File: src/sv/rhc_pkg.sv
`timescale 1ns / 1ps

package rhc_pkg;

  // Input selector codes
  localparam logic [1:0] OP_BYTE    = 2'd0;
  localparam logic [1:0] OP_COMP    = 2'd1;
  localparam logic [1:0] OP_RESTART = 2'd2;

  // Configuration register indexes
  localparam logic [1:0] REG_DANS_OFFSET = 2'd0;
  localparam logic [1:0] REG_XOR_KEY     = 2'd1;

  // Classified request kinds handed from front to back
  localparam logic [1:0] KIND_HOLD = 2'd0;
  localparam logic [1:0] KIND_ADD  = 2'd1;
  localparam logic [1:0] KIND_LOAD = 2'd2;

  // Byte window that never contributes (PE header pointer field)
  localparam logic [15:0] SKIP_LO   = 16'h003C;
  localparam logic [15:0] SKIP_HI   = 16'h0040;
  localparam logic [15:0] INDEX_MAX = 16'hFFFF;
  localparam int unsigned HALF_BITS = 16;

  localparam logic [15:0] DANS_RESET = 16'd128;
  localparam logic [31:0] KEY_RESET  = 32'd0;

  localparam int unsigned MID_DEPTH_DEF = 2;
  localparam int unsigned OUT_DEPTH_DEF = 2;

  // Front to back request
  typedef struct packed {
    logic [1:0]  kind;
    logic [31:0] value;
  } item_t;

  // Result entry
  typedef struct packed {
    logic [31:0] checksum;
    logic        counted;
  } result_t;

  // Rotate left by 0..31; a zero amount is the identity
  function automatic logic [31:0] rotl32(input logic [31:0] v, input logic [4:0] s);
    logic [63:0] d;
    d = {v, v} << s;
    return d[63:32];
  endfunction

endpackage

File: src/sv/rhc_fifo.sv
`timescale 1ns / 1ps

module rhc_fifo #(
  parameter int unsigned WIDTH = 34,
  parameter int unsigned DEPTH = 2
) (
  input  logic             clk,
  input  logic             rst,
  input  logic             push,
  input  logic [WIDTH-1:0] din,
  output logic             full,
  input  logic             pop,
  output logic [WIDTH-1:0] dout,
  output logic             empty
);

  localparam int unsigned PTR_W = (DEPTH > 1) ? $clog2(DEPTH) : 1;
  localparam int unsigned CNT_W = $clog2(DEPTH + 1);

  logic [WIDTH-1:0] entries [DEPTH];
  logic [PTR_W-1:0] wr_ptr;
  logic [PTR_W-1:0] rd_ptr;
  logic [CNT_W-1:0] count;
  logic             do_push;
  logic             do_pop;

  assign full    = (count == CNT_W'(DEPTH));
  assign empty   = (count == '0);
  assign do_push = push && !full;
  assign do_pop  = pop && !empty;
  assign dout    = entries[rd_ptr];

  // Storage, no reset needed
  always_ff @(posedge clk) begin
    if (do_push) begin
      entries[wr_ptr] <= din;
    end
  end

  // Pointers and fill count
  always_ff @(posedge clk) begin
    if (rst) begin
      wr_ptr <= '0;
      rd_ptr <= '0;
      count  <= '0;
    end else begin
      if (do_push) begin
        wr_ptr <= (wr_ptr == PTR_W'(DEPTH - 1)) ? '0 : wr_ptr + 1'b1;
      end
      if (do_pop) begin
        rd_ptr <= (rd_ptr == PTR_W'(DEPTH - 1)) ? '0 : rd_ptr + 1'b1;
      end
      if (do_push && !do_pop) begin
        count <= count + 1'b1;
      end else if (do_pop && !do_push) begin
        count <= count - 1'b1;
      end
    end
  end

endmodule

File: src/sv/rhc_front.sv
`timescale 1ns / 1ps

module rhc_front (
  input  logic                clk,
  input  logic                rst,
  input  logic                accept,
  input  logic [1:0]          op,
  input  logic [7:0]          byte_value,
  input  logic [63:0]         comp_entry,
  input  logic [15:0]         dans_offset,
  input  logic [31:0]         xor_key,
  output rhc_pkg::item_t      item,
  output logic [15:0]         byte_index
);

  logic [63:0] decoded;
  logic [31:0] comp_term;
  logic [31:0] byte_term;
  logic        in_skip;
  logic        byte_counts;

  // Comp id: unmask, then rotate {product, build} by count
  assign decoded   = comp_entry ^ {xor_key, xor_key};
  assign comp_term = rhc_pkg::rotl32(decoded[31:0], decoded[36:32]);

  // File byte: rotate by index, skip the header pointer field
  assign byte_term   = rhc_pkg::rotl32({24'd0, byte_value}, byte_index[4:0]);
  assign in_skip     = (byte_index >= rhc_pkg::SKIP_LO) && (byte_index < rhc_pkg::SKIP_HI);
  assign byte_counts = (byte_index < dans_offset) && !in_skip;

  // Classify the request
  always_comb begin
    item.kind  = rhc_pkg::KIND_HOLD;
    item.value = byte_term;
    case (op)
      rhc_pkg::OP_BYTE: begin
        item.kind = byte_counts ? rhc_pkg::KIND_ADD : rhc_pkg::KIND_HOLD;
      end
      rhc_pkg::OP_COMP: begin
        item.kind  = rhc_pkg::KIND_ADD;
        item.value = comp_term;
      end
      rhc_pkg::OP_RESTART: begin
        item.kind  = rhc_pkg::KIND_LOAD;
        item.value = {16'd0, dans_offset};
      end
      default: begin
        item.kind = rhc_pkg::KIND_HOLD;
      end
    endcase
  end

  // Byte position, saturating
  always_ff @(posedge clk) begin
    if (rst) begin
      byte_index <= '0;
    end else if (accept) begin
      if (op == rhc_pkg::OP_RESTART) begin
        byte_index <= '0;
      end else if (op == rhc_pkg::OP_BYTE && byte_index != rhc_pkg::INDEX_MAX) begin
        byte_index <= byte_index + 16'd1;
      end
    end
  end

endmodule

File: src/sv/rhc_back.sv
`timescale 1ns / 1ps

module rhc_back (
  input  logic             clk,
  input  logic             rst,
  input  logic             item_valid,
  input  rhc_pkg::item_t   item,
  output logic             take,
  input  logic             res_full,
  output rhc_pkg::result_t res,
  output logic [31:0]      sum
);

  logic [31:0] sum_next;

  assign take = item_valid && !res_full;

  // Accumulate
  always_comb begin
    case (item.kind)
      rhc_pkg::KIND_ADD:  sum_next = sum + item.value;
      rhc_pkg::KIND_LOAD: sum_next = item.value;
      default:            sum_next = sum;
    endcase
  end

  assign res.checksum = sum_next;
  assign res.counted  = (item.kind == rhc_pkg::KIND_ADD);

  always_ff @(posedge clk) begin
    if (rst) begin
      sum <= '0;
    end else if (take) begin
      sum <= sum_next;
    end
  end

endmodule

File: src/sv/rich_header_checksum.sv
`timescale 1ns / 1ps

// Streaming PE Rich header checksum.
// Input queue side: drive op/byte_value/comp_entry with push; a request is
// taken when push is high and full is low. Op 0 is a file byte (in order
// from offset 0), op 1 a raw comp id entry, op 2 restarts the sum at
// dans_offset. Every request yields exactly one result.
// Result queue side: while empty is low, checksum/counted show the oldest
// result; pop with empty low takes it.
// Config: cfg_valid/cfg_ready with cfg_index (0 dans_offset, 1 xor_key) and
// cfg_data; cfg_ready is always high. Write only while the block is idle.
// Throughput: one request per cycle while full stays low. A result shows on
// the result ports after its request has passed the request queue and the
// back end has written it into the result queue, and can then be popped
// (front classify into a small request queue, then the accumulator writes
// the result queue). The single 32-bit add in the back end sets the rate.
// Reset: sum and byte position clear, dans_offset = 128, xor_key = 0, both
// queues empty. When pop is held low the result queue fills, the back end
// stops, the request queue fills and full rises; nothing is dropped.
module rich_header_checksum #(
  parameter int unsigned MID_DEPTH = rhc_pkg::MID_DEPTH_DEF,
  parameter int unsigned OUT_DEPTH = rhc_pkg::OUT_DEPTH_DEF
) (
  input  logic        clk,
  input  logic        rst,
  input  logic        push,
  output logic        full,
  input  logic [1:0]  op,
  input  logic [7:0]  byte_value,
  input  logic [63:0] comp_entry,
  output logic        empty,
  input  logic        pop,
  output logic [31:0] checksum,
  output logic        counted,
  input  logic        cfg_valid,
  output logic        cfg_ready,
  input  logic [1:0]  cfg_index,
  input  logic [31:0] cfg_data
);

  localparam int unsigned ITEM_W = $bits(rhc_pkg::item_t);
  localparam int unsigned RES_W  = $bits(rhc_pkg::result_t);

  logic [15:0]      dans_offset;
  logic [31:0]      xor_key;
  logic             accept;
  rhc_pkg::item_t   front_item;
  rhc_pkg::item_t   back_item;
  logic [ITEM_W-1:0] back_item_bits;
  logic [15:0]      byte_index;
  logic             mid_empty;
  logic             take;
  logic             res_full;
  rhc_pkg::result_t res;
  logic [RES_W-1:0] out_bits;
  rhc_pkg::result_t out_res;
  logic [31:0]      sum;

  assign accept    = push && !full;
  assign cfg_ready = 1'b1;

  // Configuration registers
  always_ff @(posedge clk) begin
    if (rst) begin
      dans_offset <= rhc_pkg::DANS_RESET;
      xor_key     <= rhc_pkg::KEY_RESET;
    end else if (cfg_valid && cfg_ready) begin
      if (cfg_index == rhc_pkg::REG_DANS_OFFSET) begin
        dans_offset <= cfg_data[15:0];
      end else if (cfg_index == rhc_pkg::REG_XOR_KEY) begin
        xor_key <= cfg_data;
      end
    end
  end

  rhc_front u_front (
    .clk         (clk),
    .rst         (rst),
    .accept      (accept),
    .op          (op),
    .byte_value  (byte_value),
    .comp_entry  (comp_entry),
    .dans_offset (dans_offset),
    .xor_key     (xor_key),
    .item        (front_item),
    .byte_index  (byte_index)
  );

  // Request queue between front and back
  rhc_fifo #(
    .WIDTH (ITEM_W),
    .DEPTH (MID_DEPTH)
  ) u_mid_q (
    .clk   (clk),
    .rst   (rst),
    .push  (push),
    .din   (front_item),
    .full  (full),
    .pop   (take),
    .dout  (back_item_bits),
    .empty (mid_empty)
  );

  assign back_item = rhc_pkg::item_t'(back_item_bits);

  rhc_back u_back (
    .clk        (clk),
    .rst        (rst),
    .item_valid (!mid_empty),
    .item       (back_item),
    .take       (take),
    .res_full   (res_full),
    .res        (res),
    .sum        (sum)
  );

  // Result queue
  rhc_fifo #(
    .WIDTH (RES_W),
    .DEPTH (OUT_DEPTH)
  ) u_out_q (
    .clk   (clk),
    .rst   (rst),
    .push  (take),
    .din   (res),
    .full  (res_full),
    .pop   (pop),
    .dout  (out_bits),
    .empty (empty)
  );

  assign out_res  = rhc_pkg::result_t'(out_bits);
  assign checksum = out_res.checksum;
  assign counted  = out_res.counted;

  // Restart request clears the byte position
  a_restart_clears_index: assert property (@(posedge clk) disable iff (rst)
    accept && op == rhc_pkg::OP_RESTART |=> byte_index == 16'd0)
    else $error("byte position not cleared by restart");

  // A load in the back end sets the sum to the carried offset
  a_load_sets_sum: assert property (@(posedge clk) disable iff (rst)
    take && back_item.kind == rhc_pkg::KIND_LOAD |=> sum == $past(back_item.value))
    else $error("sum not loaded on restart");

  // Back end only runs with work queued and room for the result
  a_take_guarded: assert property (@(posedge clk) disable iff (rst)
    take |-> !mid_empty && !res_full)
    else $error("back end took a request without room");

endmodule

File: config.mk
export PLATFORM = sky130hd
export DESIGN_NAME = rich_header_checksum
export DESIGN_NICKNAME = d
export VERILOG_FILES = /design/src/sv/rhc_pkg.sv /design/src/sv/rhc_fifo.sv /design/src/sv/rhc_front.sv /design/src/sv/rhc_back.sv /design/src/sv/rich_header_checksum.sv
export SDC_FILE = /design/constraint.sdc
export NUM_CORES = 1
export LEC_CHECK = 0
export ABC_AREA = 1
export CORE_ASPECT_RATIO = 1.5
export CORE_UTILIZATION = 30
export CTS_CLUSTER_SIZE = 40
export DETAILED_ROUTE_END_ITERATION = 8
export DONT_BUFFER_PORTS = 1
export PLACE_DENSITY = 0.55
export SYNTH_ARGS = -nofsm -noshare
export SYNTH_HDL_FRONTEND = slang
export SYNTH_SLANG_ARGS = --single-unit
File: constraint.sdc
create_clock -name clk -period 4.2 [get_ports clk]
set_clock_uncertainty 0.05 [all_clocks]
set_input_delay 1.05 -clock clk [delete_from_list [all_inputs] [get_ports clk]]
set_output_delay 1.05 -clock clk [all_outputs]
set_load 0.02 [all_outputs]
# After elaboration in Yosys (flattened, before gate mapping)
# Memories as Yosys holds them, arrays and structs flattened. A register that Yosys moved wholly into a read port is not among the register bits.
# Index checks and enable logic that the tools add are counted.
[op_classes] n_addsub=10 order_cmp=3 n_eq_ne=8 n_shift=2 n_mux=22 n_bitwise=2 reduce_logical=31
[op_table] cell="$pmux W32 S2" count=2
[op_table] cell="$shl A40 B5 Y64" count=1
[op_table] cell="$shl A64 B5 Y64" count=1
[op_table] cell="$xor A37 B37 Y37" count=1
[op_table] cell="$add A32 B32 Y32" count=1
[op_table] cell="$mux W16" count=2
[op_table] cell="$add A16 B1 Y16 const B" count=1
[op_table] cell="$ge A16 B6 Y1 const B" count=1
[op_table] cell="$lt A16 B16 Y1" count=1
[op_table] cell="$lt A16 B7 Y1 const B" count=1
[op_table] cell="$ne A16 B16 Y1 const B" count=1
[op_table] cell="$mux W1" count=13
[op_table] cell="$logic_and A1 B1 Y1" count=12
[op_table] cell="$logic_not A1 Y1" count=9
[op_table] cell="$eq A2 B2 Y1 const B" count=4
[op_table] cell="$logic_not A2 Y1" count=4
[op_table] cell="$mux W2" count=4
[op_table] cell="$eq A2 B1 Y1 const B" count=3
[op_table] cell="$pmux W2 S3" count=1
[op_table] cell="$reduce_bool A2 Y1" count=3
[op_table] cell="$add A1 B1 Y1 const B" count=4
[op_table] cell="$add A2 B1 Y2 const B" count=2
[op_table] cell="$reduce_and A2 Y1" count=2
[op_table] cell="$sub A2 B1 Y2 const B" count=2
[op_table] cell="other kinds (2)" count=2
[word_totals] reg_bits=104 ram_bits=134 n_memories=2
[mem_list] memory="u_mid_q.entries" depth=2 word_bits=34 read_ports=1 rd_clocked_by_memory_dff=1 write_ports=1 line_no="rhc_fifo.sv:20" source="logic [WIDTH-1:0] entries [DEPTH];"
[mem_list] memory="u_out_q.entries" depth=2 word_bits=33 read_ports=1 rd_clocked_by_memory_dff=1 write_ports=1 line_no="rhc_fifo.sv:20"

# Longest topological paths before layout
# Gate-level depths: netlist (run 1).
[logic_depth] word_depth=8 mapped_depth=19 ltp_nobuf=18

# Modules after synthesis
# A second synthesis (run 1) with hierarchy kept.
[unflattened] hier_cells=2384 area_unflattened_um2=16945.0
[by_module_without_submodules] module="rhc_front" instances=1 cells_each=991 area_each_um2=4869.7 seq_area_each_um2=320.3
[by_module_without_submodules] module="rhc_back" instances=1 cells_each=796 area_each_um2=4365.4 seq_area_each_um2=640.6
[by_module_without_submodules] module="rhc_fifo (u_mid_q)" instances=1 cells_each=143 area_each_um2=2861.5 seq_area_each_um2=2142.1
[by_module_without_submodules] module="rhc_fifo (u_out_q)" instances=1 cells_each=140 area_each_um2=2790.2 seq_area_each_um2=2082.0
[by_module_without_submodules] module="rich_header_checksum" instances=1 cells_each=314 area_each_um2=2058.2 seq_area_each_um2=960.9

# Least setup slack after synthesis (run 1)
# No wires, ideal clock.
[synth_path] path_type="input-to-reg" start="input push" end="memory u_mid_q.entries[1][0], enable pin" setup_ns=0.427 arrival_ns=2.652 required_ns=3.723 setup_slack_ns=1.071 path_stages=2 path_buffers=0 path_cell_list="o21ai_0 nor2_1"
[synth_via] elab_chain_len=3
[synth_lines] element="start, declared" line_no="rich_header_checksum.sv:26" source="input logic push,"
[synth_lines] element="$logic_and A1 B1 Y1" line_no="rhc_fifo.sv:29" source="assign do_push = push && !full;"
[synth_lines] element="$mux W1" line_no="rhc_fifo.sv:35" source="if (do_push) begin"
[synth_lines] element="$mux W1 (implied by the code)" line_no="rhc_fifo.sv:36" source="entries[wr_ptr] <= din;"
[synth_lines] element="end, declared" line_no="rhc_fifo.sv:20"
# Every way passes these cells.

==> flow_metrics.py, run 1 <==
metrics = {
    "clock_tree": {
        "htree_levels": 1,
        "clk_path_buf_depth": 3,
        "root_buffer": "clkbuf_16",
        "cts_buffers": 28,
        "cts_resized": 0,
        "clk_pin_slew_ns": 0.06,
        "cts.sinks": 240,
        "hold_buffers": 0,
        "postCtsSetupBuffers": 0,
        "clk_latency_ns": 0.60,
        "cts_tree": "yes",
    },
    "floorplanning": {
        "io_pins": 149,
        "initial_utilization": 0.3040,
        "chipWidth_um": 188.9,
        "die_y_um": 282.3,
        "dieArea_um2": 53310,
        "core_area_um2": 51690,
        "row_count": 102,
    },
    "sta": {
        "setup_tns_ns": 0,
        "fin_crit_ns": 3.259,
        "setup_slack_ns": 0.9409,
        "post-route-period-util": 0.7760,
        "rsz0062_at_grt": "no",
        "final-hold-violation-count": 0,
        "worst_pin_slew_ns": 1.027,
        "finalMaxSlewViolations": 0,
        "slew_headroom": 0.3137,
        "setup_viol": 0,
        "max_freq_mhz": 306.8,
        "hold_ws_ns": 0.3996,
    },
    "cells_and_area": {
        "drive_gt1_frac": 0.08043,
        "antenna_cells": 0,
        "nFillCells": 5539,
        "areaGrowthSynthToFinish_pct": 10.07,
        "final_nets": 2298,
        "fin_cells": 2827,
        "stdcell_area_um2": 17290,
        "post-route-util": 0.3346,
    },
    "logic_synthesis": {
        "syn-instance-count": 2172,
        "syn_nets": 2341,
        "yosysWarnings": 0,
        "avgSynthCellArea_um2": 7.234,
        "synth_area_um2": 15710,
        "synth_cell_types": 44,
        "synth-seq-cells": 240,
        "synth_seq_area_share": 0.3911,
    },
    "global_routing": {
        "antenna_found_initial": 0,
        "grt_max_degree": 64,
        "grt_pass1_wl_um": 74320,
        "grt.total_usage": 0.1798,
        "grt_remaining_overflow": 0,
        "grt_pass1_vias": 13570,
    },
    "critical_path": {
        "worstSetupPathType": "flip-flop to flip-flop",
        "arrival_ns": 3.51,
        "cp_max_fo": 37,
        "ff2ff_path_depth": 15,
        "startpoint_type": "flip-flop",
        "critPathRequiredTime_ns": 4.45,
        "reg2reg_slack_ns": 0.94,
        "r2r_end": "u_out_q.entries[0][13]$_DFFE_PP_",
        "crit_path_end_kind": "flip-flop",
    },
    "hold_path": {
        "min_path_type": "flip-flop to flip-flop",
        "hold_depth": 1,
        "hold_start": "u_mid_q.rd_ptr$_SDFFE_PP0P_",
    },
    "place": {
        "dp.cells": 2775,
        "gp_congestion": 0.9527,
        "placed_area_um2": 16360,
        "place_ws_ns": 0.9118,
        "port_buffers": 0,
        "dp_hpwl_um": 38200,
    },
    "route": {
        "wl_um": 48560,
        "drc": 0,
        "firstDrtPassIters": 5,
        "drt_iter0_drc": 707,
        "via_per_inst": 4.952,
        "vias": 14000,
        "drtAntennaViolNets": 0,
        "wl_per_cell_um": 17.18,
    },
    "pwr": {
        "total_power_mw": 11.55,
        "p_per_area_nw_per_um2": 667.6,
        "p_leak_nw": 7.516,
        "ir_drop_uv": 378.0,
    },
    "job": {
        "cap_violations": 0,
    },
    "run_status": {
        "outcome": "completed",
    },
}
==> kinds of logic (layout without fill, tap and decap cells) <==
kind of cell,after synthesis,in the layout,share of synthesized area
other,1,1,0.0002387
AO/OA/AOI/OAI,325,325,0.1075
buffers and inverters,370,349,0.09253
multiplexers,65,65,0.04650
AND/OR/NAND/NOR,1079,1079,0.2960
XOR/XNOR,36,36,0.02102
flip-flops,240,240,0.3911
adder cells (fa/ha/maj),56,56,0.04507
==> state kept, by name, summed over array words and instances (netlist names), named ones only <==
name / cells
u_out_q.count: 2
u_out_q.entries: 66
dans_offset: 16
u_mid_q.wr_ptr: 1
u_front.byte_index: 16
u_mid_q.entries: 68
u_out_q.rd_ptr: 1
u_out_q.wr_ptr: 1
u_back.sum: 32
xor_key: 32
u_mid_q.rd_ptr: 1
u_mid_q.count: 2
==> critical path: stages, from the launching register on <==
cell and delay (ns):
dfxtp_1 0.31, buf_4 0.38, mux2_2 0.41, ha_1 0.25, inv_1 0.09, fa_1 0.22
inv_1 0.10, nand3_1 0.08, nand3_1 0.16, nand2_1 0.12, nand3_1 0.19, or2_2 0.33
nand3_1 0.07, nand2_1 0.05, o21ai_0 0.10, inv_1 0.08
==> cells in the mapped netlist, drive strengths merged <==
cell    number  area [um^2]
dfxtp      106         2122
clkinv       1        3.750
o21ai      143        715.7
o21bai       3        22.52
a21o         1        7.510
nand3b       3        22.52
nand4        4        25.02
o31ai        1        7.510
nor3        13        65.06
edfxtp     134         4024
a32o         1        10.01
o22ai        4        31.28
ha          55        688.2
a22oi        2        15.01
nand2      544         2042
o211ai       2        15.01
a21oi      158        790.8
nor4         7        43.79
and2         5        31.28
buf         32        185.2
xor2         9        78.83
nand3      377         1887
a211oi       4        30.03
conb         1        3.750
o21a         1        7.510
clkbuf      67        251.5
a31oi        2        12.51
xnor2       27        251.5
or2         23        143.9
mux2i        1        10.01
a21boi       2        15.01
fa           1        20.02
a22o         1        8.760
inv        270         1013
nor2       102        382.9
nor3b        1        7.510
mux2        64        720.7
==> layout make-up <==
cell class	instances	area (um^2)	area share
clock buffer	31	711.9	0.04117
clock inverter	21	224.0	0.01295
inverter	271	1017	0.05882
multi-input combinational	1562	8153	0.4714
sequential	240	6147	0.3554
tap	676	845.8	0.04891
timing repair buffer	26	195.2	0.01129
==> power breakdown <==
part	leakage, nW	total, mW	internal (mW)	switching [mW]
clock	0.455	2.48	1.42	1.06
sequential	2.14	3.60	3.37	0.229
combinational	4.92	5.46	1.74	3.72
==> layout by cell type, fill, tap and decap left out, drive strengths merged, types with 2 or more instances in the layout <==
| cell | instances |
|---|---|
| o211ai | 2 |
| xnor2 | 27 |
| a31oi | 2 |
| dfxtp | 106 |
| a211oi | 4 |
| nand3b | 3 |
| nand2 | 544 |
| bufinv | 3 |
| inv | 275 |
| clkinvlp | 2 |
| nor3 | 13 |
| nor4 | 7 |
| or2 | 23 |
| o22ai | 4 |
| clkbuf | 31 |
| edfxtp | 134 |
| ha | 55 |
| and2 | 5 |
| mux2 | 64 |
| clkinv | 12 |
| a22oi | 2 |
| o21ai | 143 |
| a21boi | 2 |
| nand3 | 377 |
| a21oi | 158 |
| nand4 | 4 |
| o21bai | 3 |
| nor2 | 102 |
| buf | 26 |
| xor2 | 9 |
==> metal layers <==
layer  wire length (um)  GRT usage  part of all wire
met4               2511    0.09636             0.052
met3               1926    0.01898             0.040
met2              25970     0.3488              0.53
met1              18160     0.1879              0.37
met5                  0          0                 0
==> how the worst max path moves through the flow <==
| stage | startpoint | endpoint | slack (ns) | cells after the start |
|---|---|---|---|---|
| after floorplan | push | u_mid_q.entries[1][0]$_DFFE_PP_ | 1.07 | 2 |
| after global placement | flip-flop | u_out_q.entries[0][13]$_DFFE_PP_ | 0.92 | 15 |
| after detailed placement | flip-flop | u_out_q.entries[0][13]$_DFFE_PP_ | 0.91 | 15 |
| after CTS | flip-flop | u_out_q.entries[0][13]$_DFFE_PP_ | 0.90 | 15 |
| after global routing | flip-flop | u_out_q.entries[1][17]$_DFFE_PP_ | 0.65 | 17 |
| final | flip-flop | u_out_q.entries[0][13]$_DFFE_PP_ | 0.94 | 15 |
No activity file was read; power rests on OpenSTA's default activity.
==> inputs of run 2 (changes only) <==
PLACE_DENSITY = 0.56   (was 0.55)
clock period = 2.8 ns   (was 4.2 ns; I/O delays follow)
==> run 2 against run 1 <==
Sequential power is 51% higher. Critical path depth increased by 1. Count of clock-buffer cells in the layout is 2 lower. Cell count up 2.5%. Via count increased by 3.1%. Wire length increased by 2.8%. Worst setup slack got worse by 0.89 ns. Worst hold slack worse by 0.27 ns. Flip-flop and latch count did not move. Die area unchanged. Largest power group unchanged.
==> flow_metrics.py, run 2 (same netlist as run 1, synthesis figures left out) <==
metrics = {
    "sta": {
        "final-hold-violation-count": 0,
        "setup_viol": 0,
        "fin_crit_ns": 2.748,
        "finalMaxSlewViolations": 0,
        "rsz0062_at_grt": "yes",
        "max_freq_mhz": 363.9,
        "post-route-period-util": 0.9814,
        "slew_headroom": 0.4640,
        "worst_pin_slew_ns": 0.8031,
    },
    "cells_and_area": {
        "final_cell_mix": "nand2_1 (506), nand3_1 (367), inv_1 (262)",
        "drive_gt1_frac": 0.1648,
        "antenna_cells": 0,
        "areaGrowthSynthToFinish_pct": 19.46,
        "reg.largest.list": "u_mid_q.entries: 68 flops, u_out_q.entries: 66 flops",
        "largest_register": "u_mid_q.entries",
        "fin_cells": 2897,
        "post-route-util": 0.3632,
        "final_nets": 2369,
        "final_common_cell": "nand2_1",
        "largest_reg_flops": 68,
    },
    "clock_tree": {
        "hold_buffers": 0,
        "root_buffer": "clkbuf_16",
        "cts_buffers": 27,
        "cts.sinks": 240,
        "clk_pin_slew_ns": 0.06,
        "htree_levels": 1,
        "cts_tree": "yes",
        "clk_latency_ns": 0.58,
        "clk_path_buf_depth": 3,
    },
    "floorplanning": {
        "core_area_um2": 51690,
        "die_y_um": 282.3,
        "dieArea_um2": 53310,
        "io_pins": 149,
        "initial_utilization": 0.3040,
        "chipWidth_um": 188.9,
        "row_count": 102,
    },
    "route": {
        "via_per_inst": 4.981,
        "vias": 14430,
        "firstDrtPassIters": 5,
        "wl_per_cell_um": 17.24,
        "wl_um": 49930,
        "drtAntennaViolNets": 0,
        "drc": 0,
        "drt_iter0_drc": 747,
    },
    "place": {
        "port_buffers": 0,
        "gp_congestion": 0.9764,
        "dp_hpwl_um": 38490,
        "dp.cells": 2838,
    },
    "hold_path": {
        "min_path_type": "primary input to flip-flop",
    },
    "pwr": {
        "power_frac_seq": 0.281,
        "p_comb_frac": 0.521,
        "p_clk_frac": 0.198,
        "p_per_area_nw_per_um2": 1031,
        "switchingPower_mw": 8.245,
        "internal-power_mw": 11.10,
        "power.switching_fraction": 0.4262,
        "total_power_mw": 19.35,
        "p_leak_nw": 8.061,
        "ir_drop_uv": 519.8,
    },
    "critical_path": {
        "arrival_ns": 3.04,
        "cp_max_fo": 7,
        "crit_chain": "buf_12, clkbuf_16, mux2_4, ha_4, nand2_2, nand2_2, nand2_2, nand2_2, nand3b_1, buf_6, nand2_2, nand3_2, nand3_1, nand2_1, nand2_2, inv_1",
        "crit_path_end_kind": "flip-flop",
        "slowest_delay_ns": 0.41,
        "reg2reg_slack_ns": 0.05,
        "startpoint_type": "flip-flop",
        "critPathRequiredTime_ns": 3.10,
        "worstSetupPathType": "flip-flop to flip-flop",
        "cpMostUsedCell": "nand2_2",
        "slowest_stage": "dfxtp_4",
    },
    "global_routing": {
        "grt_remaining_overflow": 0,
        "grt_pass1_wl_um": 76260,
        "grt.total_usage": 0.1831,
        "grt_max_degree": 65,
        "grt_pass1_vias": 13960,
        "antenna_found_initial": 0,
    },
    "run_status": {
        "outcome": "completed",
    },
    "job": {
        "cap_violations": 0,
    },
}
## run 2: changes by cell type in the layout (fill, tap and decap cells not counted), sizes merged
cell	delta
buf	+70
bufinv	+1
clkinv	-3
clkinvlp	+2
## run 2: final cells by class
type | instances | area, um^2
fill | 5425 | 32920
clock buffer | 29 | 693.2
clock inverter | 21 | 266.5
inverter | 271 | 1017
tap | 676 | 845.8
sequential | 240 | 6151
timing repair buffer | 98 | 889.6
multi-input combinational | 1562 | 8907
## run 2: per-stage QoR
step / setup WS [ns] / area, um^2 / hold slack [ns] / TNS, ns
3_5_place_dp: -0.1191 / 16910 / 0.3983 / -3.264
5_1_grt: -0.08001 / 18770 / 0.1001 / -1.597
3_3_place_gp: -0.07785 / 16910 / 0.3820 / -1.569
4_1_cts: -0.01899 / 18100 / 0.09044 / -0.07751
2_1_floorplan: 0.02134 / 15710 / 0.3757 / 0
6_report: 0.05207 / 18770 / 0.1296 / 0
## run 2: path summary, 6_finish.rpt
check | from | end | depth (start not counted)
worst max register to register | flip-flop | u_out_q.entries[1][27]$_DFFE_PP_ | 16
worst min-delay path | rst | u_out_q.count[0]$_SDFFE_PP0P_ | 1
worst min register to register | u_mid_q.rd_ptr$_SDFFE_PP0P_ | flip-flop | 1
worst max-delay path | flip-flop | u_out_q.entries[1][27]$_DFFE_PP_ | 16
## run 2: per-layer routing
metal  vias up  part of all wire  GRT usage
li1       7268                 -          -
met1      6666              0.37     0.1881
met3       118             0.037    0.02060
met4         0             0.051    0.08561
met5         -                 0          0
met2       377              0.55     0.3637
## run 2: worst max-delay path: cells and delay by family, from the launching register on
| kind | cells | cell delay (ns) |
|---|---|---|
| buffers and inverters | 4 | 0.54 |
| muxes | 1 | 0.33 |
| and+or+nand+nor | 10 | 0.89 |
| DFF | 1 | 0.41 |
| adders and majority gates | 1 | 0.27 |
## run 2: power groups by stage
| stage | sequential (mW) | combinational [mW] | clock [mW] |
|---|---|---|---|
| CTS | 5.39 | 9.18 | 3.96 |
| finish | 5.44 | 10.1 | 3.82 |
| global route | 5.52 | 11.2 | 4.08 |
| detailed placement | 5.43 | 8.83 | 0 |
| floorplan | 5.34 | 6.17 | 0 |
| global placement | 5.40 | 8.72 | 0 |
## run 2: repair_timing
| item | in CTS | in global routing |
|---|---|---|
| gates cloned | 1 | 2 |
| endpoints found under the setup margin | 57 | 72 |
| pin swaps | 2 | 24 |
| gates resized for setup | 35 | 134 |
| buffers inserted | 0 | 6 |
